===== src/e2q_pkg.sv =====
// ----------------------------------------------------------------------------
// e2q_pkg
// Shared widths, types and constants of the Euler angle to quaternion block.
// ----------------------------------------------------------------------------
`default_nettype none

package e2q_pkg;

   localparam int ANGLE_IN_W  = 16;  // Q2.13 input angles
   localparam int QUAT_W      = 16;  // Q1.14 quaternion parts
   localparam int DATA_W      = 32;  // Q1.30 sine / cosine datapath
   localparam int PROD_W      = 64;  // full product width
   localparam int ANG_GUARD   = 3;   // integer and sign bits over the fraction
   localparam int COMB_STAGES = 5;   // register stages of the product network

   typedef logic signed [ANGLE_IN_W-1:0] angle_in_type;
   typedef logic signed [QUAT_W-1:0]     quat_type;
   typedef logic signed [DATA_W-1:0]     data_type;
   typedef logic signed [PROD_W-1:0]     prod_type;

   // CORDIC start value: inverse of the infinite CORDIC gain, Q1.30
   localparam data_type GAIN_Q30 = 32'sd652032874;

   // pi in unsigned Q4.60
   localparam logic [63:0] PI_Q60 = 64'h3243F6A8885A308D;

endpackage

`default_nettype wire


===== src/e2q_cordic_step.sv =====
// ----------------------------------------------------------------------------
// e2q_cordic_step
// One registered rotation-mode CORDIC iteration.
// ----------------------------------------------------------------------------
`default_nettype none

module e2q_cordic_step #(
   parameter int STEP       = 0,
   parameter int ANGLE_BITS = 16
) (
   input  wire                               clock,
   input  wire                               step_en,
   input  wire e2q_pkg::data_type            x_prev,
   input  wire e2q_pkg::data_type            y_prev,
   input  wire logic signed [ANGLE_BITS+e2q_pkg::ANG_GUARD-1:0] h_prev,
   input  wire                               neg_prev,
   output e2q_pkg::data_type                 x_ff,
   output e2q_pkg::data_type                 y_ff,
   output logic signed [ANGLE_BITS+e2q_pkg::ANG_GUARD-1:0]      h_ff,
   output logic                              neg_ff
);

   localparam int  ANG_W  = ANGLE_BITS + e2q_pkg::ANG_GUARD;
   localparam real ATAN_R = $atan(1.0 / (2.0 ** STEP));
   localparam logic signed [ANG_W-1:0] ATAN_A =
      ANG_W'($rtoi(ATAN_R * (2.0 ** ANGLE_BITS) + 0.5));

   e2q_pkg::data_type         x_in, y_in, xs, ys;
   logic signed [ANG_W-1:0]   h_in;

   always_comb begin
      xs = x_prev >>> STEP;
      ys = y_prev >>> STEP;
      if (!h_prev[ANG_W-1]) begin
         x_in = x_prev - ys;
         y_in = y_prev + xs;
         h_in = h_prev - ATAN_A;
      end else begin
         x_in = x_prev + ys;
         y_in = y_prev - xs;
         h_in = h_prev + ATAN_A;
      end
   end

   always_ff @(posedge clock) begin
      if (step_en) begin
         x_ff   <= x_in;
         y_ff   <= y_in;
         h_ff   <= h_in;
         neg_ff <= neg_prev;
      end
   end

endmodule

`default_nettype wire


===== src/e2q_sincos.sv =====
// ----------------------------------------------------------------------------
// e2q_sincos
// Half angle, quadrant fold, CORDIC pipeline and cosine sign for one angle.
// ----------------------------------------------------------------------------
`default_nettype none

module e2q_sincos #(
   parameter int CORDIC_STEPS = 16,
   parameter int ANGLE_BITS   = 16
) (
   input  wire                          clock,
   input  wire [CORDIC_STEPS+1:0]       stage_en,
   input  wire e2q_pkg::angle_in_type   angle_in,
   output e2q_pkg::data_type            cos_ff,
   output e2q_pkg::data_type            sin_ff
);

   localparam int ANG_W   = ANGLE_BITS + e2q_pkg::ANG_GUARD;
   localparam int SHIFT_Q = 60 - ANGLE_BITS;
   localparam logic [63:0] PI_A64 =
      (e2q_pkg::PI_Q60 + (64'd1 << (SHIFT_Q - 1))) >> SHIFT_Q;
   localparam logic [63:0] HPI_A64 =
      ((e2q_pkg::PI_Q60 >> 1) + (64'd1 << (SHIFT_Q - 1))) >> SHIFT_Q;
   localparam logic signed [ANG_W-1:0] PI_A      = ANG_W'(PI_A64);
   localparam logic signed [ANG_W-1:0] HPI_A     = ANG_W'(HPI_A64);
   localparam logic signed [ANG_W-1:0] NEG_PI_A  = -PI_A;
   localparam logic signed [ANG_W-1:0] NEG_HPI_A = -HPI_A;

   logic signed [ANG_W-1:0] h_raw, h_in, h0_ff;
   logic                    neg_in, neg0_ff;

   e2q_pkg::data_type       x_pipe   [CORDIC_STEPS+1];
   e2q_pkg::data_type       y_pipe   [CORDIC_STEPS+1];
   logic signed [ANG_W-1:0] h_pipe   [CORDIC_STEPS+1];
   logic                    neg_pipe [CORDIC_STEPS+1];

   // half angle at ANGLE_BITS fraction bits
   generate
      if (ANGLE_BITS >= 14) begin : g_up
         assign h_raw = ANG_W'(angle_in) <<< (ANGLE_BITS - 14);
      end else begin : g_down
         assign h_raw = ANG_W'(angle_in >>> (14 - ANGLE_BITS));
      end
   endgenerate

   // fold into [-pi/2, pi/2]; the cosine changes sign, the sine does not
   always_comb begin
      h_in   = h_raw;
      neg_in = 1'b0;
      if (h_raw > HPI_A) begin
         h_in   = PI_A - h_raw;
         neg_in = 1'b1;
      end else if (h_raw < NEG_HPI_A) begin
         h_in   = NEG_PI_A - h_raw;
         neg_in = 1'b1;
      end
   end

   always_ff @(posedge clock) begin
      if (stage_en[0]) begin
         h0_ff   <= h_in;
         neg0_ff <= neg_in;
      end
   end

   assign x_pipe[0]   = e2q_pkg::GAIN_Q30;
   assign y_pipe[0]   = '0;
   assign h_pipe[0]   = h0_ff;
   assign neg_pipe[0] = neg0_ff;

   generate
      for (genvar i = 0; i < CORDIC_STEPS; i++) begin : g_step
         e2q_cordic_step #(
            .STEP       (i),
            .ANGLE_BITS (ANGLE_BITS)
         ) u_step (
            .clock    (clock),
            .step_en  (stage_en[i+1]),
            .x_prev   (x_pipe[i]),
            .y_prev   (y_pipe[i]),
            .h_prev   (h_pipe[i]),
            .neg_prev (neg_pipe[i]),
            .x_ff     (x_pipe[i+1]),
            .y_ff     (y_pipe[i+1]),
            .h_ff     (h_pipe[i+1]),
            .neg_ff   (neg_pipe[i+1])
         );
      end
   endgenerate

   always_ff @(posedge clock) begin
      if (stage_en[CORDIC_STEPS+1]) begin
         cos_ff <= neg_pipe[CORDIC_STEPS] ? -x_pipe[CORDIC_STEPS] : x_pipe[CORDIC_STEPS];
         sin_ff <= y_pipe[CORDIC_STEPS];
      end
   end

endmodule

`default_nettype wire


===== config.mk =====
export PLATFORM = sky130hd
export DESIGN_NAME = e2q_sincos
export DESIGN_NICKNAME = d
export VERILOG_FILES = /design/src/e2q_pkg.sv /design/src/e2q_cordic_step.sv /design/src/e2q_sincos.sv
export SDC_FILE = /design/constraint.sdc
export NUM_CORES = 2
export LEC_CHECK = 0
export BUFFER_PORTS_ARGS = -buffer_cell sky130_fd_sc_hd__buf_2
export CELL_PAD_IN_SITES_DETAIL_PLACEMENT = 0
export CELL_PAD_IN_SITES_GLOBAL_PLACEMENT = 2
export CORE_UTILIZATION = 39
export CTS_CLUSTER_DIAMETER = 150
export DETAILED_ROUTE_END_ITERATION = 10
export PLACE_DENSITY_LB_ADDON = 0.1
export SLEW_MARGIN = 25
export SYNTH_ARGS = -nofsm -noshare
export SYNTH_HDL_FRONTEND = slang
export SYNTH_SLANG_ARGS = --single-unit

===== constraint.sdc =====
create_clock -name clock -period 4.35 [get_ports clock]
set_input_delay 0.2175 -clock clock [delete_from_list [all_inputs] [get_ports clock]]
set_output_delay 0.2175 -clock clock [all_outputs]
set_load 0.03 [all_outputs]

Yosys cells after proc, flatten, opt, wreduce, memory -nomap -nowiden. Index checks and enable logic that the tools add are counted.

Add/subtract/negate cells: 93. $lt $le $gt $ge: 2. Muxes and demuxes: 50.

Operators with widths (count): two-way mux 32 bit (32); two-way mux 19 bit (17); adder 32 x 17 -> 32 bit (2); adder 32 x 18 -> 32 bit (2); adder 32 x 19 -> 32 bit (2); adder 32 x 20 -> 32 bit (2); adder 32 x 21 -> 32 bit (2); adder 32 x 22 -> 32 bit (2); adder 32 x 23 -> 32 bit (2); adder 32 x 24 -> 32 bit (2); adder 32 x 25 -> 32 bit (2); adder 32 x 26 -> 32 bit (2); adder 32 x 27 -> 32 bit (2); adder 32 x 28 -> 32 bit (2); adder 32 x 29 -> 32 bit (2); adder 32 x 30 -> 32 bit (2); subtractor 32 x 17 -> 32 bit (2); subtractor 32 x 18 -> 32 bit (2); subtractor 32 x 19 -> 32 bit (2); subtractor 32 x 20 -> 32 bit (2); subtractor 32 x 21 -> 32 bit (2); subtractor 32 x 22 -> 32 bit (2); subtractor 32 x 23 -> 32 bit (2); subtractor 32 x 24 -> 32 bit (2); 43 further kinds (52).

Register bits after elaboration: 1377. Logic and storage cells: 211.

Depth between registers and ports, before layout.
Depth in word-level cells: 3. Mapped depth: 22. Depth with buffers taken out: 22.

By module. From an unflattened synthesis, not the netlist that was laid out.

Cell total of the unflattened synthesis: 13025. Area, all modules: 124642.0 um2.

Modules (own cells, without submodules): e2q_cordic_step at g_step[0].u_step (instances 1, cells an instance 935, area an instance 8313.0 um2, sequential area each 2492.4 um2); e2q_cordic_step at g_step[4].u_step (instances 1, cells an instance 849, area an instance 7875.1 um2, sequential area each 2522.4 um2); e2q_cordic_step at g_step[2].u_step (instances 1, cells an instance 856, area an instance 7846.3 um2, sequential area each 2522.4 um2); e2q_cordic_step at g_step[1].u_step (instances 1, cells an instance 831, area an instance 7812.5 um2, sequential area each 2522.4 um2); e2q_cordic_step at g_step[5].u_step (instances 1, cells an instance 837, area an instance 7805.0 um2, sequential area each 2522.4 um2); e2q_cordic_step at g_step[3].u_step (instances 1, cells an instance 822, area an instance 7776.2 um2, sequential area each 2522.4 um2); e2q_cordic_step at g_step[9].u_step (instances 1, cells an instance 793, area an instance 7528.5 um2, sequential area each 2522.4 um2); e2q_cordic_step at g_step[13].u_step (instances 1, cells an instance 791, area an instance 7438.4 um2, sequential area each 2522.4 um2); e2q_cordic_step at g_step[10].u_step (instances 1, cells an instance 767, area an instance 7367.1 um2, sequential area each 2522.4 um2); e2q_cordic_step at g_step[11].u_step (instances 1, cells an instance 768, area an instance 7354.6 um2, sequential area each 2522.4 um2); e2q_cordic_step at g_step[6].u_step (instances 1, cells an instance 772, area an instance 7354.6 um2, sequential area each 2522.4 um2); e2q_cordic_step at g_step[7].u_step (instances 1, cells an instance 760, area an instance 7344.5 um2, sequential area each 2522.4 um2); e2q_cordic_step at g_step[14].u_step (instances 1, cells an instance 751, area an instance 7340.8 um2, sequential area each 2522.4 um2); e2q_cordic_step at g_step[12].u_step (instances 1, cells an instance 754, area an instance 7338.3 um2, sequential area each 2522.4 um2); +3 rows.

Worst setup path after synthesis. Ideal clock, no wire load.

Kind: flip-flop to flip-flop. Start: register g_step[11].u_step.x_ff[12]. End: register g_step[12].u_step.y_ff[31], data pin. Data arrival time: 4086 ps. Data required time: 4090 ps. Setup slack: 3 ps. Cell stages (with the launch flop): 20. Buffers on the path: 0. Cells stage by stage: edfxtp_1 > inv_1 > ha_1 > nand2b_1 > or4_1 > nor4_1 > a21oi_1 > xnor2_1 > ha_1 > a21o_1 > a211oi_1 > o21ai_0 > a41oi_1 > a21o_1 > o211ai_1 > o31ai_1 > nand2b_1 > a21o_1 > a31oi_1 > xnor2_1.

Cells in the longest elaborated chain, start to end: 2. Elaborated cells between the ends (all ways): 3. Those cells by class: 2 x add/sub; 1 x mux.

RTL lines: from (decl) (line e2q_cordic_step.sv:17) `output e2q_pkg::data_type x_ff,`; from (signal assigned) (line e2q_cordic_step.sv:47) `x_ff <= x_in;`; adder 32 x 20 -> 32 bit or subtractor 32 x 20 -> 32 bit (tied branches) (line e2q_cordic_step.sv:36, e2q_cordic_step.sv:40); two-way mux 32 bit (*) (line e2q_cordic_step.sv:34) `if (!h_prev[ANG_W-1]) begin`; net g_step[12].u_step.y_in[31] (line e2q_cordic_step.sv:28) `e2q_pkg::data_type x_in, y_in, xs, ys;`; to (signal assigned) (line e2q_cordic_step.sv:48) `y_ff <= y_in;`; to (decl) (line e2q_cordic_step.sv:18) `output e2q_pkg::data_type y_ff,`.

Mark *: on every way through the listed nets, which the timed path passes. The rest lies on a longest branch. A chain may end at the register's enable or synchronous reset.

Worst setup path in the final report.
Start: register g_step[7].u_step.y_ff[12]. End: register g_step[8].u_step.x_ff[31], data pin.

Cells in the longest elaborated chain, start to end: 2. Elaborated cells between the ends (all ways): 3. Those cells by class: 2 x add/sub; 1 x mux.

RTL lines (line): from (decl) (e2q_cordic_step.sv:18); from (signal assigned) (e2q_cordic_step.sv:48); subtractor 32 x 24 -> 32 bit or adder 32 x 24 -> 32 bit (tied branches) (e2q_cordic_step.sv:35, e2q_cordic_step.sv:39); two-way mux 32 bit (*) (e2q_cordic_step.sv:34); net g_step[8].u_step.x_in[31] (e2q_cordic_step.sv:28); to (signal assigned) (e2q_cordic_step.sv:47); to (decl) (e2q_cordic_step.sv:17).

Marked as above.

==> impl_metrics.ini <==
[sta]
fmax_mhz = 223
slew_violations = 0
timing_hold_violations_final = 0
period_minus_slack_ns = 4.48
rsz0062_at_grt = true
period_share_pct = 103
relSlewSlack_pct = 37.5
setup_viol_count_final = 6
tightest_slew_ns = 0.938
clock-skew-final_ns = 0.0424
fin_ws_ns = -0.125

[synth]
post_synth_instance_area_sq_um = 104000
syn_inst = 10500
ys_seq_elements = 1287
synth_edf_count = 1287
synth-main-ff-cell = edfxtp_1
synth_area_per_cell_sq_um = 9.87
seq_area_frac_synth_pct = 37.3
yosysUniqueCellTypes = 98
synth_nets = 11800
yosysWarnings = 0
synth-async-reset-ratio_pct = 0

[layout]
multiInputGateArea_sq_um = 65700
synthToLayoutAreaGrowth_pct = 24.7
drive_gt1_share_pct = 21.5
utilization_pct = 49.0
final_common_cell = buf_4
mostFrequentLayoutCells = buf_4 (1599), edfxtp_1 (1287), ha_1 (1178), a21oi_1 (1022), xnor2_1 (1016)
finalNetCount = 13500
fillers = 24600
seq_area_sq_um = 38600

[setup_path]
crit_type = flip-flop to flip-flop
critPathArrivalTime_ns = 5.04
timing.rr.end = g_step[8].u_step.x_ff[31]
r2r_setup_slack_ns = -0.13
reg2reg_from = g_step[7].u_step.y_ff[12]
crit_path_end_kind = flip-flop
critical_path.startpoint = g_step[7].u_step.y_ff[12]
crit_fanout = 4
rr_worst_depth = 21
critPathRequiredTime_ns = 4.91
cp-start-kind = flip-flop

[placement]
gp_congestion = 0.877
io_buffer_count = 98
dpl.hpwl_um = 249000

[floorplan]
die_w_um = 517
start_util_pct = 39.3
dieArea_sq_um = 267000
rows = 188
die_h_um = 517
io_pins = 99
coreArea_sq_um = 263000

[min_path]
min_path_type = input pin to flip-flop
holdPathStages = 1
min_to = g_step[1].u_step.h_ff[1]
hp-start = stage_en[2]

[global_route]
grt_use_met1_pct = 28.4
grt_pass1_vias = 83200
grt_use_total_pct = 22.5
gr-usage-met3_pct = 1.90
grt_max_degree = 65
antenna_found_initial = 1
grt.met2_usage_pct = 40.7
overflow = 0
grt_pass1_wl_um = 473000
busiest_layer = met2

[clock_network]
clk_path_buf_depth = 4
numCtsBuffers = 168
cts.reportedPaths.clkPinSlew_ns = 0.06
root_buffer = clkbuf_16
cts_sinks = 1287
cts_max_level = 4
clk_latency_ns = 0.83
cts_tree = built

[drt]
drt_iter0_drc = 4227
vias = 83900
routed_via_density = 5.28
drtPass1Iterations = 6
ant_nets = 0
wl_um = 308000
drc = 0
wl_per_cell_um = 19.4

[outcome]
violations = setup timing
outcome = finished, violations left

[run]
cap_violations = 0
## state kept, by name, summed over array words and instances (netlist names)
register and cells:
cos_ff 32, g_step.u_step.neg_ff 14, g_step.u_step.h_ff 249, h0_ff 19, sin_ff 32, g_step.u_step.x_ff 460
g_step.u_step.y_ff 481
## logic make-up after synthesis
group	count (synthesis)	share of synthesized area, %
AOI/OAI and AO/OA	2988	18.3
adders and majority gates	1243	15.3
and+or+nand+nor	2661	12.3
buffers and inverters	627	2.28
DFF	1287	37.3
muxes	100	1.04
xor gates and xnor gates	1584	13.4
other	1	0.00362
## final cells by class
type,count,share of cell area (%)
tap,3515,3.41
multi-input combinational,8577,50.9
clock inverter,97,0.765
clock buffer,196,3.37
inverter,464,1.35
antenna,3,0.00582
timing repair buffer,1755,10.3
sequential,1287,29.9
## synthesized netlist by cell type (22+ instances only)
cell type	count	area (sq um)
a2111oi_0	23	201
a211o_1	29	254
a211oi_1	110	826
a21boi_0	38	285
a21o_1	427	3210
a21oi_1	1117	5590
a31oi_1	113	707
and2_1	57	357
and3_1	73	457
buf_1	37	139
clkbuf_1	124	465
edfxtp_1	1287	38600
fa_1	43	861
ha_1	1200	15000
inv_1	463	1740
mux2_2	62	698
mux2i_1	38	380
nand2_1	499	1870
nand2b_1	150	938
nand3_1	162	811
nand4_1	60	375
nor2_1	967	3630
nor2b_1	113	707
nor3_1	279	1400
nor3b_1	22	165
nor4_1	74	463
o2111ai_1	24	210
o211ai_1	29	218
o21a_1	162	1220
o21ai_0	451	2260
o21bai_1	134	1010
o31ai_1	55	413
o41ai_1	37	324
or2_2	28	175
or3_1	67	419
or4_1	30	225
xnor2_1	1029	9010
xor2_1	553	4840
## how the worst max path moves through the flow
stage | depth (start not counted) | to | slack [ns]
after floorplan | 19 | g_step[12].u_step.y_ff[31] | 0.003
after global placement | 22 | g_step[8].u_step.x_ff[31] | -0.45
after detailed placement | 22 | g_step[8].u_step.x_ff[31] | -0.53
after CTS | 22 | g_step[8].u_step.x_ff[31] | -0.11
after global routing | 21 | g_step[8].u_step.x_ff[31] | -0.30
final | 21 | g_step[8].u_step.x_ff[31] | -0.13
## worst max-delay path, cell delays in order (launching register included)
cell and delay, ns:
edfxtp_1 0.41, nor4_2 0.33, buf_4 0.16, nand2_2 0.05, or4_4 0.42, nor3_2 0.12, nor2_1 0.06, xor2_1 0.16
ha_1 0.35, and3_1 0.17, a221o_1 0.36, o21bai_4 0.17, a311oi_2 0.28, buf_4 0.18, o21ai_2 0.06, a31oi_1 0.20
nand2_1 0.09, a21o_1 0.18, a21oi_2 0.16, buf_4 0.15, buf_4 0.10, a221oi_2 0.05
## stage by stage
| step | hold slack [ns] | instance area, sq um | TNS (ns) | cells | setup WS (ns) |
|---|---|---|---|---|---|
| global placement | 0.404 | 119000 | -9.84 | 15400 | -0.454 |
| floorplan | 0.330 | 104000 | 0 | 10500 | 0.00339 |
| detailed placement | 0.405 | 119000 | -11.36 | 15400 | -0.529 |
| global route | 0.0960 | 129000 | -6.22 | 15900 | -0.301 |
| CTS | 0.0338 | 126000 | -0.210 | 15800 | -0.109 |
| finish | 0.0795 | 129000 | -0.327 | 15900 | -0.125 |
## layer usage
metal / up-vias / part of all wire (%)
met1: 40100 / 45
met3: 364 / 2.5
met5: - / 0
met2: 1131 / 50
met4: 0 / 2.9
li1: 42200 / -
## repair_timing
action                                  4_1_cts  5_1_grt
setup buffers                                67      100
hold buffers                                 40        0
hold endpoints to repair                    654        0
endpoints found under the setup margin      108      210
resized for setup                           186      551
pin swaps                                    99      329
Power is not shown: default switching activity piles up to over one toggle a cycle in this logic, so the estimate is an artifact.
